### src/rtl/core/m68kild_pkg.sv
package m68kild_pkg;

    // number of instruction words in one item
    localparam int unsigned NUM_WORDS = 7;
    // candidate locations of the move destination extension word (word1..word6)
    localparam int unsigned DST_LANES = 6;

    // line-F opcode classification handed from the decoder to the merge stage
    typedef struct packed {
        logic       fixed;      // length known from the opcode words alone
        logic [1:0] fixed_len;  // that length
        logic       need_ea;    // an effective address follows the two opcode words
        logic [2:0] imm;        // words of an immediate source
    } lf_class_t;

    // opcodes that branch or may change the flow of control
    function automatic logic flow_change(input logic [15:0] op);
        logic hit;
        hit = (op == 16'h007c) || (op == 16'h027c) || (op == 16'h0a7c) ||
              ((op & 16'hffc0) == 16'h40c0) || ((op & 16'hffc0) == 16'h46c0) ||
              ((op & 16'hfff8) == 16'h4848) || (op == 16'h4afc) ||
              ((op & 16'hfff0) == 16'h4e40) || ((op & 16'hfff0) == 16'h4e60) ||
              (op == 16'h4e70) || ((op >= 16'h4e72) && (op <= 16'h4e77)) ||
              ((op & 16'hfffe) == 16'h4e7a) || ((op & 16'hff80) == 16'h4e80) ||
              ((op & 16'hf0f8) == 16'h50c8) || ((op & 16'hf000) == 16'h6000);
        return hit;
    endfunction

endpackage

### src/rtl/core/m68k_instruction_length_decoder.sv
// channel | signals                                  | direction
// --------+------------------------------------------+----------
// in      | in_valid, in_stall, word0 .. word6        | into block
// out     | out_valid, out_stall, length_words,       | out of block
//         | supported, is_branch                      |
//
// one item per cycle while in_stall is low; a result passes the lane stage
// register, then the output register, before it is on the outputs
// rst_n clears only the stage valid flags; no clearing pass is needed
// in_stall rises only when both stages hold items and out_stall is high
module m68k_instruction_length_decoder
    import m68kild_pkg::*;
(
    input  logic        clk,
    input  logic        rst_n,
    input  logic        in_valid,
    output logic        in_stall,
    input  logic [15:0] word0,
    input  logic [15:0] word1,
    input  logic [15:0] word2,
    input  logic [15:0] word3,
    input  logic [15:0] word4,
    input  logic [15:0] word5,
    input  logic [15:0] word6,
    output logic        out_valid,
    input  logic        out_stall,
    output logic [3:0]  length_words,
    output logic        supported,
    output logic        is_branch
);

    logic [15:0] words [0:NUM_WORDS-1];
    logic [2:0]  mv_imm;
    logic [5:0]  dst_ea;
    logic [2:0]  src_n;
    logic [2:0]  dst_n [0:DST_LANES-1];
    logic [2:0]  lf_n;
    lf_class_t   lf_cls;

    logic        a_valid_reg;
    logic        a_valid_next;
    logic [3:0]  a_line_reg;
    logic [2:0]  a_src_reg;
    logic [2:0]  a_dst_reg [0:DST_LANES-1];
    logic [2:0]  a_lf_n_reg;
    lf_class_t   a_lf_reg;
    logic        a_branch_reg;

    logic        b_valid_reg;
    logic        b_valid_next;
    logic [3:0]  b_len_reg;
    logic        b_sup_reg;
    logic        b_branch_reg;

    logic        b_adv;
    logic        a_adv;
    logic [2:0]  dst_sel;
    logic [3:0]  merge_len;
    logic        merge_sup;

    assign words[0] = word0;
    assign words[1] = word1;
    assign words[2] = word2;
    assign words[3] = word3;
    assign words[4] = word4;
    assign words[5] = word5;
    assign words[6] = word6;

    // pipeline flow control
    assign b_adv    = !b_valid_reg || !out_stall;
    assign a_adv    = !a_valid_reg || b_adv;
    assign in_stall = !a_adv;

    // move operand fields
    assign mv_imm = (word0[13:12] == 2'd2) ? 3'd2 : 3'd1;
    assign dst_ea = {word0[8:6], word0[11:9]};

    // source lane of a move
    m68kild_ea_lane u_src_lane (
        .ea        (word0[5:0]),
        .ext       (word1),
        .imm_words (mv_imm),
        .words     (src_n)
    );

    // destination lanes, one per possible extension word position
    for (genvar g = 0; g < DST_LANES; g++)
    begin : g_dst
        m68kild_ea_lane u_dst_lane (
            .ea        (dst_ea),
            .ext       (words[g+1]),
            .imm_words (mv_imm),
            .words     (dst_n[g])
        );
    end

    // line-F classification and its effective address lane
    m68kild_linef_dec u_linef_dec (
        .op  (word0),
        .op2 (word1),
        .cls (lf_cls)
    );

    m68kild_ea_lane u_lf_lane (
        .ea        (word0[5:0]),
        .ext       (word2),
        .imm_words (lf_cls.imm),
        .words     (lf_n)
    );

    // lane stage registers
    assign a_valid_next = a_adv ? in_valid : a_valid_reg;

    always_ff @(posedge clk or negedge rst_n)
    begin
        if (!rst_n)
        begin
            a_valid_reg <= 1'b0;
        end
        else
        begin
            a_valid_reg <= a_valid_next;
        end
    end

    always_ff @(posedge clk)
    begin
        if (a_adv && in_valid)
        begin
            a_line_reg   <= word0[15:12];
            a_src_reg    <= src_n;
            a_lf_n_reg   <= lf_n;
            a_lf_reg     <= lf_cls;
            a_branch_reg <= flow_change(word0);
            for (int i = 0; i < DST_LANES; i++)
            begin
                a_dst_reg[i] <= dst_n[i];
            end
        end
    end

    // pick the destination lane that saw the right extension word
    always_comb
    begin
        if (a_src_reg < 3'(DST_LANES))
        begin
            dst_sel = a_dst_reg[a_src_reg];
        end
        else
        begin
            dst_sel = 3'd0;
        end
    end

    // merge lane results by opcode line
    always_comb
    begin
        merge_len = 4'd0;
        merge_sup = 1'b0;
        priority if ((a_line_reg == 4'h1) || (a_line_reg == 4'h2) || (a_line_reg == 4'h3))
        begin
            merge_len = 4'd1 + {1'b0, a_src_reg} + {1'b0, dst_sel};
            merge_sup = 1'b1;
        end
        else if (a_line_reg == 4'hf)
        begin
            merge_sup = 1'b1;
            if (a_lf_reg.fixed)
            begin
                merge_len = {2'b00, a_lf_reg.fixed_len};
            end
            else if (a_lf_reg.need_ea)
            begin
                merge_len = 4'd2 + {1'b0, a_lf_n_reg};
            end
            else
            begin
                merge_len = 4'd2;
            end
        end
        else
        begin
            merge_len = 4'd0;
            merge_sup = 1'b0;
        end
    end

    // output register
    assign b_valid_next = b_adv ? a_valid_reg : b_valid_reg;

    always_ff @(posedge clk or negedge rst_n)
    begin
        if (!rst_n)
        begin
            b_valid_reg <= 1'b0;
        end
        else
        begin
            b_valid_reg <= b_valid_next;
        end
    end

    always_ff @(posedge clk)
    begin
        if (b_adv && a_valid_reg)
        begin
            b_len_reg    <= merge_len;
            b_sup_reg    <= merge_sup;
            b_branch_reg <= a_branch_reg;
        end
    end

    assign out_valid    = b_valid_reg;
    assign length_words = b_len_reg;
    assign supported    = b_sup_reg;
    assign is_branch    = b_branch_reg;

    // supported results always have a length, unsupported ones never
    a_len_sup: assert property (@(posedge clk) disable iff (!rst_n)
        b_valid_reg |-> (b_sup_reg == (b_len_reg != 4'd0)))
        else $error("length and supported flag disagree");

    // longest instruction is eleven words
    a_len_max: assert property (@(posedge clk) disable iff (!rst_n)
        b_valid_reg |-> (b_len_reg <= 4'd11))
        else $error("length out of range");

    // an accepted item reaches the lane stage
    a_accept: assert property (@(posedge clk) disable iff (!rst_n)
        (in_valid && !in_stall) |=> a_valid_reg)
        else $error("accepted item lost");

    // input stalls only when both stages are full and output is held
    a_stall: assert property (@(posedge clk) disable iff (!rst_n)
        in_stall |-> (a_valid_reg && b_valid_reg && out_stall))
        else $error("input stalled without cause");

endmodule

### src/rtl/core/m68kild_ea_lane.sv
module m68kild_ea_lane
    import m68kild_pkg::*;
(
    input  logic [5:0]  ea,
    input  logic [15:0] ext,
    input  logic [2:0]  imm_words,
    output logic [2:0]  words
);

    logic [2:0] mode;
    logic [2:0] regno;
    logic [1:0] od_words;
    logic [1:0] bd_words;
    logic [2:0] idx_words;

    assign mode  = ea[5:3];
    assign regno = ea[2:0];

    // full format: extension word plus base and outer displacements
    assign od_words  = ext[1] ? (ext[0] ? 2'd2 : 2'd1) : 2'd0;
    assign bd_words  = ext[5] ? (ext[4] ? 2'd2 : 2'd1) : 2'd0;
    assign idx_words = ext[8] ? (3'd1 + {1'b0, od_words} + {1'b0, bd_words}) : 3'd1;

    // extension words by addressing mode
    always_comb
    begin
        unique case (mode)
            3'd5:
            begin
                words = 3'd1;
            end
            3'd6:
            begin
                words = idx_words;
            end
            3'd7:
            begin
                unique case (regno)
                    3'd0, 3'd2: words = 3'd1;
                    3'd1:       words = 3'd2;
                    3'd3:       words = idx_words;
                    3'd4:       words = imm_words;
                    default:    words = 3'd0;
                endcase
            end
            default:
            begin
                words = 3'd0;
            end
        endcase
    end

endmodule

### src/rtl/core/m68kild_linef_dec.sv
module m68kild_linef_dec
    import m68kild_pkg::*;
(
    input  logic [15:0] op,
    input  logic [15:0] op2,
    output lf_class_t   cls
);

    logic       f200;
    logic       arith;
    logic [2:0] fmt;
    logic [2:0] fmt_imm;
    logic [15:0] ma;
    logic [15:0] mb;

    assign f200 = (op & 16'hffc0) == 16'hf200;
    assign fmt  = op2[12:10];
    assign ma   = op2 & 16'ha07f;
    assign mb   = op2 & 16'ha07b;

    // fpu arithmetic opmode patterns
    assign arith = (ma == 16'h0018) || (mb == 16'h0058) || (ma == 16'h0022) ||
                   (mb == 16'h0062) || (ma == 16'h0038) || (ma == 16'h0020) ||
                   (mb == 16'h0060) || (ma == 16'h0001) || (ma == 16'h0003) ||
                   (ma == 16'h0014) || (ma == 16'h0000) || (mb == 16'h0040) ||
                   (ma == 16'h0023) || (mb == 16'h0063) || (ma == 16'h001a) ||
                   (mb == 16'h005a) || (ma == 16'h003a) || (ma == 16'h0004) ||
                   (mb == 16'h0041) || (ma == 16'h0028) || (mb == 16'h0068) ||
                   (ma == 16'h000e) || (ma == 16'h001d);

    // immediate size by source format
    always_comb
    begin
        unique case (fmt)
            3'd0, 3'd1: fmt_imm = 3'd2;
            3'd2, 3'd3: fmt_imm = 3'd6;
            3'd4, 3'd6: fmt_imm = 3'd1;
            3'd5:       fmt_imm = 3'd4;
            default:    fmt_imm = 3'd0;
        endcase
    end

    // opcode classes in priority order
    always_comb
    begin
        cls = '0;
        priority if (((op & 16'hfff8) == 16'hf620) && ((op2 & 16'h8fff) == 16'h8000))
        begin
            cls.fixed     = 1'b1;
            cls.fixed_len = 2'd2;
        end
        else if ((op & 16'hffe0) == 16'hf600)
        begin
            cls.fixed     = 1'b1;
            cls.fixed_len = 2'd3;
        end
        else if ((op & 16'hff00) == 16'hf400)
        begin
            cls.fixed     = 1'b1;
            cls.fixed_len = 2'd1;
        end
        else if ((op == 16'hf200) && ((op2 & 16'hfc00) == 16'h5c00))
        begin
            cls.fixed     = 1'b1;
            cls.fixed_len = 2'd2;
        end
        else if ((op & 16'hff80) == 16'hf280)
        begin
            cls.fixed     = 1'b1;
            cls.fixed_len = op[6] ? 2'd3 : 2'd2;
        end
        else if (f200 && arith)
        begin
            cls.need_ea = op2[14];
            cls.imm     = op2[14] ? fmt_imm : 3'd0;
        end
        else if (f200 && ((op2 & 16'he07f) == 16'h6000))
        begin
            cls.need_ea = 1'b1;
            cls.imm     = (fmt == 3'd7) ? 3'd6 : fmt_imm;
        end
        else if (f200 && (((op2 & 16'he3ff) == 16'ha000) || ((op2 & 16'he3ff) == 16'h8000)))
        begin
            cls.need_ea = 1'b1;
            cls.imm     = 3'd2;
        end
        else if (f200 && ((op2 & 16'hc700) == 16'hc000))
        begin
            cls.need_ea = 1'b1;
        end
        else if (((op & 16'hffc0) == 16'hf240) && ((op2 & 16'hffc0) == 16'h0000))
        begin
            cls.need_ea = 1'b1;
            cls.imm     = 3'd1;
        end
        else
        begin
            cls = '0;
        end
    end

endmodule

### config.mk
export PLATFORM = sky130hd
export DESIGN_NAME = m68k_instruction_length_decoder
export DESIGN_NICKNAME = d
export VERILOG_FILES = /design/src/rtl/core/m68kild_pkg.sv /design/src/rtl/core/m68k_instruction_length_decoder.sv /design/src/rtl/core/m68kild_ea_lane.sv /design/src/rtl/core/m68kild_linef_dec.sv
export SDC_FILE = /design/constraint.sdc
export NUM_CORES = 1
export LEC_CHECK = 0
export BUFFER_PORTS_ARGS = -buffer_cell sky130_fd_sc_hd__buf_2
export CAP_MARGIN = 20
export CORE_ASPECT_RATIO = 1.75
export CORE_MARGIN = 5
export CORE_UTILIZATION = 54
export DETAILED_ROUTE_END_ITERATION = 8
export PLACE_DENSITY = 0.87
export SYNTH_ARGS = -nofsm -noshare
export SYNTH_HDL_FRONTEND = slang
export SYNTH_SLANG_ARGS = --single-unit
### constraint.sdc
create_clock -name clk -period 5.05 [get_ports clk]
set_clock_uncertainty 0.15 [all_clocks]
set_input_delay 0.2525 -clock clk [delete_from_list [all_inputs] [get_ports clk]]
set_output_delay 0.2525 -clock clk [all_outputs]
set_load 0.02 [all_outputs]
* After elaboration in Yosys (flattened, before gate mapping)
Memory sizes are Yosys's and may differ from the RTL's. A register that Yosys moved wholly into a read port is not among the register bits.
Index checks and enable logic that the tools add are counted.
** Storage, ports and cells
- Bits in registers :: 23
- Output and inout bits :: 8
- RAM bits :: 18
- Memories kept :: 1
- Word-level logic and storage cells :: 250
- Bits of input ports :: 116
** Operators by class
- Multiplexer cells :: 75
- Reduce and logical (&&, ||, !) cells :: 68
- $add $sub $neg :: 15
- Equality and inequality tests :: 75
- Magnitude comparators :: 3
** Memory list
- a_dst_reg :: depth 6, bits a word 3, read ports 1, clocked after memory_dff 1, write ports 6, RTL line m68k_instruction_length_decoder.sv:44 : logic [2:0] a_dst_reg [0:DST_LANES-1];
** Operators by type and width (count)
- one-hot mux 3 bit (4 select lines) :: 9
- one-hot mux 3 bit (3 select lines) :: 8
- equality test 8 x 6 -> 1 bit, second input constant :: 8
- equality test 9 x 6 -> 1 bit, second input constant :: 6
- two-way mux 2 bit :: 27
- equality test 13 bit, second input constant :: 4
- two-way mux 3 bit :: 17
- logical OR 1 bit :: 41
- equality test 3 bit, second input constant :: 12
- equality test 9 x 5 -> 1 bit, second input constant :: 4
- equality test 16 x 15 -> 1 bit, second input constant :: 2
- logical NOT 16 bit :: 2
- two-way mux 4 bit :: 8
- equality test 10 x 9 -> 1 bit, second input constant :: 3
- equality test 12 x 11 -> 1 bit, second input constant :: 2
- equality test 10 bit, second input constant :: 2
- adder 1 x 2 -> 3 bit, first input constant :: 6
- adder 3 x 2 -> 3 bit :: 6
- equality test 3 x 2 -> 1 bit, second input constant :: 6
- equality test 9 x 8 -> 1 bit, second input constant :: 2
- equality test 16 x 10 -> 1 bit, second input constant :: 1
- equality test 16 x 12 -> 1 bit, second input constant :: 1
- equality test 16 bit, second input constant :: 1
- equality test 16 x 7 -> 1 bit, second input constant :: 1
- other kinds (30) :: 57

* Depth between registers and ports, before layout
Gate-level depths: netlist of run 1.
- Depth after elaboration :: 32
- Mapped depth :: 9
- Gate-level depth less buffers :: 8

* Cells and area by module
A second synthesis of run 1 with hierarchy kept.
** Unflattened totals
- Cell total of the unflattened synthesis :: 435
- Area total of the unflattened synthesis :: 3980.1 um^2
** By module, submodules not included
- m68k_instruction_length_decoder :: sequential area each 1281.2 um^2, cells an instance 131, area an instance 1905.6 um^2, instances 1
- m68kild_ea_lane (g_dst[0].u_dst_lane ...) :: sequential area each 0.0 um^2, cells an instance 28, area an instance 201.4 um^2, instances 4
- m68kild_ea_lane (g_dst[1].u_dst_lane ...) :: sequential area each 0.0 um^2, cells an instance 29, area an instance 192.7 um^2, instances 4
- m68kild_linef_dec :: sequential area each 0.0 um^2, cells an instance 76, area an instance 498.0 um^2, instances 1

* Least setup slack after synthesis of run 1
OpenSTA, ideal clock, no wires.
- Path type :: reg2reg
- Start :: reg with a tool-made name
- End :: reg b_len_reg[2] (netlist: length_words[2]) (data pin)
- Period minus slack after synthesis :: 2483 ps
- Stages on the path, launching flop included :: 10
- Path buffers :: 1
- Data required time :: 4627 ps
- Library setup time :: 273 ps
- Arrival :: 2059 ps
- Setup slack :: 2567 ps
- Path through :: dfxtp_1 -> clkbuf_1 -> mux4_2 -> nor2_1 -> a221o_1 -> ha_1 -> inv_1 -> fa_1 -> xnor2_1 -> o21ai_0
** RTL lines
- to (signal assigned) :: RTL line m68k_instruction_length_decoder.sv:207 : b_len_reg <= merge_len;
- to (decl) :: RTL line m68k_instruction_length_decoder.sv:51 : logic [3:0] b_len_reg;

==> results of run 1 <==
==> cells in the final DEF (no fill, tap or decap), types with 10 or more instances in the layout <==
master and instances:
buf_2 68, o21ai_0 21, nand2b_1 18, a21oi_1 10, nand2_1 38, inv_1 12
nor2_1 26, edfxtp_1 39, ha_1 10
==> logic make-up (layout without fill, tap and decap cells) <==
kind of cell,count (synthesis),count (layout),share of synthesized area [%]
multiplexers,10,10,4.37
AO/OA/AOI/OAI,80,80,16.9
flip-flops,44,44,40.0
adder cells (fa/ha/maj),17,17,8.28
AND/OR/NAND/NOR,150,150,26.4
XOR/XNOR,1,1,0.273
buffers and inverters,25,90,3.75
==> final timing paths <==
path / start / end / slack, ns / cells after the start
hold reg to reg: a_branch_reg / is_branch / 0.28 / 0
hold / removal: in_valid / a_valid_reg / 0.008 / 2
setup reg to reg: flip-flop / length_words[2] / 2.44 / 8
min in group asynchronous: rst_n / out_valid / 0.10 / 2
max in group asynchronous: rst_n / a_valid_reg / 4.55 / 2
setup / recovery: flip-flop / length_words[2] / 2.44 / 8
==> per-layer routing <==
layer	part of all wire, %	vias to the layer above	GRT usage (%)
li1	-	1349	-
met1	35	1334	20.7
met2	59	86	39.0
met3	4.7	12	2.52
met4	1.5	0	6.77
met5	0	-	0
==> per-stage QoR <==
stage          setup slack, ns  hold slack, ns  power, uW
3_3_place_gp              2.53          -0.113        630
5_1_grt                   2.34          0.0357        951
2_1_floorplan             2.57          -0.193        567
6_report                  2.44         0.00800        909
3_5_place_dp              2.42          -0.108        643
4_1_cts                   2.41          0.0129        909
==> synth_stat cells, drive strengths merged, types with 2 or more instances <==
| cell type | number |
|---|---|
| edfxtp | 39 |
| nand2 | 38 |
| nor2 | 26 |
| o21ai | 23 |
| nand2b | 19 |
| inv | 12 |
| a21oi | 11 |
| ha | 10 |
| a21o | 9 |
| nand4 | 9 |
| nor2b | 9 |
| nor3b | 9 |
| and2 | 7 |
| clkbuf | 7 |
| fa | 7 |
| nand3 | 7 |
| a31oi | 6 |
| buf | 6 |
| o22ai | 6 |
| mux2i | 5 |
| nor4 | 5 |
| o31ai | 5 |
| and3 | 4 |
| nor3 | 4 |
| a221oi | 3 |
| dfxtp | 3 |
| mux4 | 3 |
| a21boi | 2 |
| and4bb | 2 |
| dfrtp | 2 |
| mux2 | 2 |
| nand4b | 2 |
| nor4b | 2 |
| o211ai | 2 |
| o21a | 2 |
==> final cells by class <==
type	count	share of cell area (%)
multi-input combinational	258	48.5
inverter	12	1.21
tap	78	2.62
sequential	44	34.4
clock buffer	5	1.85
clock inverter	3	1.24
timing repair buffer	70	10.2
==> power breakdown <==
part           switching, uW  leakage, uW  internal, uW  total (uW)
clock                    125    0.0000548           149         274
combinational            112      0.00102          85.2         197
sequential              13.3     0.000435           425         439
==> metrics, run 1 <==
worst hold path type input pin to flip-flop; crit path DAT 2.49 ns; hpwl dp 6.14 mm; worst skew pair latency 0.30 ns; worst vdd ir 0.141 mV; Yosys top cell area share 36.5%; CTS sink cnt 44; Root Buffer clkbuf_8; Area Overhead vs Synth 16.1%; nets@finish 524; # placed instances 461; post-layout min period 2.61 ns; ranking of synthesized cells by area edfxtp_1, nand2_1, fa_1; gp weighted congestion 0.930; die height 112 um; main flop type after synthesis edfxtp_1; RSZ-0062 raised after global routing false; Reg clk slew, reported paths 0.09 ns; CP Cell Sequence mux4_2 > nor2_1 > a221o_1 > ha_1 > inv_1 > fa_1 > xnor2_1 > o21ai_0; final setup fails 0; Slew Limit Headroom 45.3%; total core area 0.00583 mm2; drt pass-1 iters 4; Static Leak 0.00151 uW; Starting Density 54.9%; Die Wd 68.2 um; vias in the first global route 2682; Synth Cell Area 0.00320 mm2; Setup Fix Bufs, Post-CTS 0; row cnt 37; cell family with most CP delay multiplexers; fmax 383 MHz; DR WL/cell 16.0 um; FILL cells 519; total I/O pin count 124; Largest register FFs 18; Syn Nets 460; kind of critical path flip-flop to flip-flop; H-tree depth 2; Post-Place Cell Area 0.00359 mm2; multi-input combinational cell area 0.00180 mm2; Power Dens Cells 244 mW/mm2; post-route design area 0.00372 mm2; number of synthesized flops with an enable pin 39; Yosys warnings 0; Max Slew Vio Count 0; Avg Cell Area, Syn 9.80 um2; Final Cycle Share 51.7%; largest area contributor in the synthesized netlist edfxtp_1; setup TNS 0 ns; CTS tree built; CP Capture Type flip-flop; total track usage 20.1%; Vias/cell 5.92; first-pass GRT wire length 11.8 mm; run status finished, final reports clean; Mapped Cells 327; max_cap viols 0; post-synthesis async set-or-reset flop share 4.55%; Reg area 0.00128 mm2; Worst Path Buf+Inv 1; Setup crit start kind flip-flop; clk buf depth 2; total vias in the final route 2781; GRT overflow 0; final hold vios 0; fin util 63.8%; TritonCTS Buffers 5; Post-CTS Hold Fix Bufs 1; CP Max Fanout 6; detailed-route DRC error count 0; largest net degree at the start of global routing 20; n_diodes 0; sequential fraction of the synthesis area 40.0%; post-synthesis register bit count 44; DRT iter0 DRCs 165; Crit-path slowest cell mux4_2; Detailed Route WL 7.50 mm; cts repair resizes 0; initial antenna violation count 0; die area 0.00764 mm2; Final Instance Count excl. Fillers 470; I/O Buffers 68; antenna viol nets, final 0; Worst EP required 4.93 ns; Netlist cell types 61; layout cells sized above 1 23.0%; worst-margin pin slew 0.813 ns; crit-path max cell delay 0.55 ns
No activity file was read; power rests on OpenSTA's default activity.
==> run 2: changes to the inputs <==
- CORE_UTILIZATION: 54 -> 45
- PLACE_DENSITY: 0.87 -> 0.78
- clock period: 5.05 -> 2.2 ns (I/O delays scaled with it)
==> run 2 against run 1 <==
  * The run now ends with negative setup slack left
  * Hold slack gained 0.013 ns
  * Final cell count grew 6.0%
  * Sequential share of layout area shrank 2.2 points
  * Fmax grew 14%
  * Clock power grew to 3.0 times the previous value
  * Die area grew 18%
  * Non-clock buffer count grew 22
  * Register-to-register slack lost 2.5 ns
  * Core utilization shrank 6.0 points
  * Sequential power grew 130%
  * Critical path type unchanged
==> metrics, run 2 (synthesis results as in run 1) <==
gp weighted congestion 0.912; Power Total 2340 uW; CP Max Fanout 3; CP Cell Sequence mux4_2 > nor2_2 > a221o_1 > ha_2 > inv_2 > fa_2 > inv_1 > o22ai_1; worst vdd ir 0.272 mV; FILL cells 609; vias in the first global route 2815; worst hold path type input pin to flip-flop; first-pass GRT wire length 12.6 mm; total vias in the final route 2830; Largest register FFs 18; multi-input combinational cell area 0.00184 mm2; failing checks negative setup slack; Vias/cell 5.68; detailed-route DRC error count 0; crit-path max cell delay 0.52 ns; total track usage 18.0%; I/O Buffers 68; run status finished, violations left; Static Leak 0.00164 uW; clk buf depth 2; Final Instance Count excl. Fillers 498; Setup crit start kind flip-flop; DRT iter0 DRCs 190; layout cells sized above 1 26.6%; CP Capture Type flip-flop; TritonCTS Buffers 5; die area 0.00898 mm2; Die Wd 73.8 um; DR WL/cell 15.8 um; fmax 437 MHz; CTS tree built; Reg clk slew, reported paths 0.06 ns; H-tree depth 2; # placed instances 475; Starting Density 46.4%; Reg area 0.00128 mm2; Power Dens Cells 587 mW/mm2; final setup fails 3; Crit-path slowest cell fa_2; final hold vios 0; kind of critical path flip-flop to flip-flop; die height 122 um; worst skew pair latency 0.29 ns; commonest cells after routing, fill and taps aside buf_2, edfxtp_1, nand2_1, nor2_1, o21ai_0; crit path DAT 2.26 ns; largest net degree at the start of global routing 15; post-layout min period 2.29 ns; drt pass-1 iters 4; max_cap viols 0; nets@finish 546; setup slack after layout -0.0862 ns; n_diodes 0; row cnt 40; antenna viol nets, final 0; Area Overhead vs Synth 24.6%; total I/O pin count 124; most common cell after layout, fill and taps aside buf_2; Worst EP required 2.17 ns; worst-margin pin slew 0.547 ns; setup TNS -0.194 ns; Final Cycle Share 104%; hpwl dp 6.25 mm; post-route design area 0.00399 mm2; total core area 0.00691 mm2; Slew Limit Headroom 63.3%; Max Slew Vio Count 0; Post-Place Cell Area 0.00364 mm2; Detailed Route WL 7.87 mm; Root Buffer clkbuf_16; initial antenna violation count 0; GRT overflow 0; CTS sink cnt 44; RSZ-0062 raised after global routing true
## run 2: area by class of cell
class | count | share of cell area, %
multi-input combinational | 258 | 46.1
sequential | 44 | 32.2
clock buffer | 5 | 3.13
clock inverter | 3 | 1.07
tap | 84 | 2.63
inverter | 12 | 1.13
timing repair buffer | 92 | 13.8
## run 2: per-layer routing
metal / global-route usage, % / up-vias / part of all wire [%]
li1: - / 1397 / -
met1: 18.7 / 1350 / 35
met2: 34.2 / 73 / 59
met3: 2.56 / 10 / 3.7
met4: 7.94 / 0 / 2.0
met5: 0 / - / 0
## run 2: metrics by stage
step	hold slack (ns)	worst slack (ns)	util, %
6_report	0.0209	-0.0862	57.8
2_1_floorplan	-0.336	-0.0725	-
4_1_cts	0.0128	-0.0888	57.3
5_1_grt	0.0191	-0.202	57.8
3_5_place_dp	-0.250	-0.202	52.8
3_3_place_gp	-0.256	-0.114	52.8
## run 2: repair_timing
item | 4_1_cts | 5_1_grt
gates resized for setup | 6 | 6
endpoints found under the setup margin | 3 | 7
hold buffers | 11 | 0
setup buffers | 3 | 1
hold endpoints to repair | 11 | 0
pin swaps | 4 | 2
## run 2: where the power goes
group,total (uW),internal (uW),switching [uW],leakage (uW)
clock,834,533,301,0.0000814
combinational,506,236,270,0.00112
sequential,1000,978,26.1,0.000436
total,2340,1750,598,0.00164
## run 2: path summary, 6_finish.rpt
kind	startpoint	endpoint	slack, ns	depth (start not counted)
worst min register to register	a_branch_reg	is_branch	0.27	0
worst min-delay path	word4[8]	a_dst_reg[3][2]	0.02	3
worst max-delay path	flip-flop	length_words[1]	-0.09	8
worst max register to register	flip-flop	length_words[1]	-0.09	8
max in group asynchronous	rst_n	a_valid_reg	1.23	3
min in group asynchronous	rst_n	out_valid	0.54	3
## run 2: critical path: cells and delay by family, from the launching register on
family          cells  cell delay [ns]
simple gates        1             0.09
compound gates      2             0.25
buf+inv             2             0.08
flops               1             0.36
mux                 1             0.51
fa+ha+maj           2             0.69
==> run 3: changes to the inputs <==
- BUFFER_PORTS_ARGS: -buffer_cell sky130_fd_sc_hd__buf_2 -> -buffer_cell sky130_fd_sc_hd__buf_4
==> run 3 against run 2 <==
  * The flow still finishes with violations (negative setup slack)
  * Critical path depth unchanged
  * Register-to-register slack hardly changed
  * Clock power is 2% lower
==> metrics, run 3 (synthesis results as in run 1) <==
row cnt 40; GRT overflow 0; Die Wd 73.8 um; CTS sink cnt 44; Max Slew Vio Count 0; DRT iter0 DRCs 114; max_cap viols 0; fin util 59.9%; Worst Hold Launch word4[8]; Setup crit start kind flip-flop; CTS tree built; largest net degree at the start of global routing 15; crit path DAT 2.14 ns; drt pass-1 iters 4; pre-CTS setup slack -0.219 ns; Final Cycle Share 104%; total vias in the final route 2821; vias in the first global route 2914; die height 122 um; RSZ-0062 raised after global routing true; n_diodes 0; Static Leak 0.00168 uW; Largest register FFs 18; FILL cells 607; most common cell after layout, fill and taps aside buf_4; Area Overhead vs Synth 29.0%; CP Max Fanout 3; worst vdd ir 0.316 mV; worst skew pair latency 0.28 ns; flop2flop setup slack -0.09 ns; CP Capture Type flip-flop; I/O Buffers 68; commonest cells after routing, fill and taps aside buf_4, edfxtp_1, nand2_1, nor2_1, o21ai_0; antenna viol nets, final 0; Reg clk slew, reported paths 0.06 ns; final hold vios 0; post-layout min period 2.29 ns; worst-margin pin slew 0.581 ns; total core area 0.00691 mm2; detailed-route DRC error count 0; DR WL/cell 16.6 um; Worst EP required 2.05 ns; run status finished, violations left; Power Dens Cells 573 mW/mm2; hpwl dp 6.64 mm; initial antenna violation count 0; die area 0.00898 mm2; Root Buffer clkbuf_16; H-tree depth 2; Vias/cell 5.71; multi-input combinational cell area 0.00183 mm2; Reg area 0.00128 mm2; failing checks negative setup slack; nets@finish 542; first-pass GRT wire length 13.2 mm; worst hold path type input pin to flip-flop; total track usage 18.7%; layout cells sized above 1 26.1%; fmax 437 MHz; gp weighted congestion 0.881; final setup fails 3; kind of critical path flip-flop to flip-flop; setup slack after layout -0.0888 ns; Slew Limit Headroom 60.8%; Detailed Route WL 8.22 mm; Starting Density 46.4%; TritonCTS Buffers 5; total I/O pin count 124; clk buf depth 2
[run 3: final cells by class]
type / count / area share, %
sequential: 44 / 31.1
inverter: 12 / 1.09
clock inverter: 3 / 1.03
multi-input combinational: 258 / 44.3
timing repair buffer: 88 / 16.9
clock buffer: 5 / 3.03
tap: 84 / 2.54
[run 3: worst max-delay path, cell delays in order, from the launching register on]
cell      delay (ns)
dfxtp_4         0.36
buf_4           0.12
mux4_2          0.49
nor2_1          0.13
a221oi_2        0.07
ha_1            0.31
a21o_1          0.17
a21oi_2         0.14
o21ai_1         0.07
[run 3: report_power, final]
part / internal, uW / switching (uW)
logic: 270 / 274
clock network: 533 / 285
registers: 978 / 29.8
total: 1780 / 589
[run 3: per-layer routing]
metal / track usage [%] / up-vias / wire length (um)
met5: 0 / - / 0
met4: 6.46 / 0 / 127
met1: 18.3 / 1362 / 2930
met2: 38.4 / 64 / 4880
met3: 1.57 / 8 / 278
li1: - / 1387 / -
[run 3: worst paths after layout]
path / endpoint / depth (start not counted)
hold reg to reg: is_branch / 0
setup / recovery: length_words[3] / 8
max in group asynchronous: out_valid / 3
setup reg to reg: length_words[3] / 8
min in group asynchronous: a_valid_reg / 3
hold / removal: a_dst_reg[3][2] / 3
[run 3: what timing repair did]
item | CTS | global route
resized for setup | 6 | 5
setup buffers | 0 | 3
hold endpoints to repair | 10 | 0
hold buffers | 10 | 0
pin swaps | 2 | 4
endpoints found under the setup margin | 3 | 7
gates cloned | 0 | 0
[run 3: through the flow]
step | std cells | TNS [ns] | hold WS, ns | power [uW] | cell area, um2
floorplan | 327 | -0.110 | -0.336 | 1310 | 3220
global placement | 474 | -0.317 | -0.258 | 1510 | 3820
detailed placement | 474 | -0.622 | -0.255 | 1530 | 3820
CTS | 492 | -0.256 | 0.00923 | 2370 | 4100
global route | 494 | -0.542 | 0.0332 | 2480 | 4130
finish | 494 | -0.257 | 0.0111 | 2370 | 4130
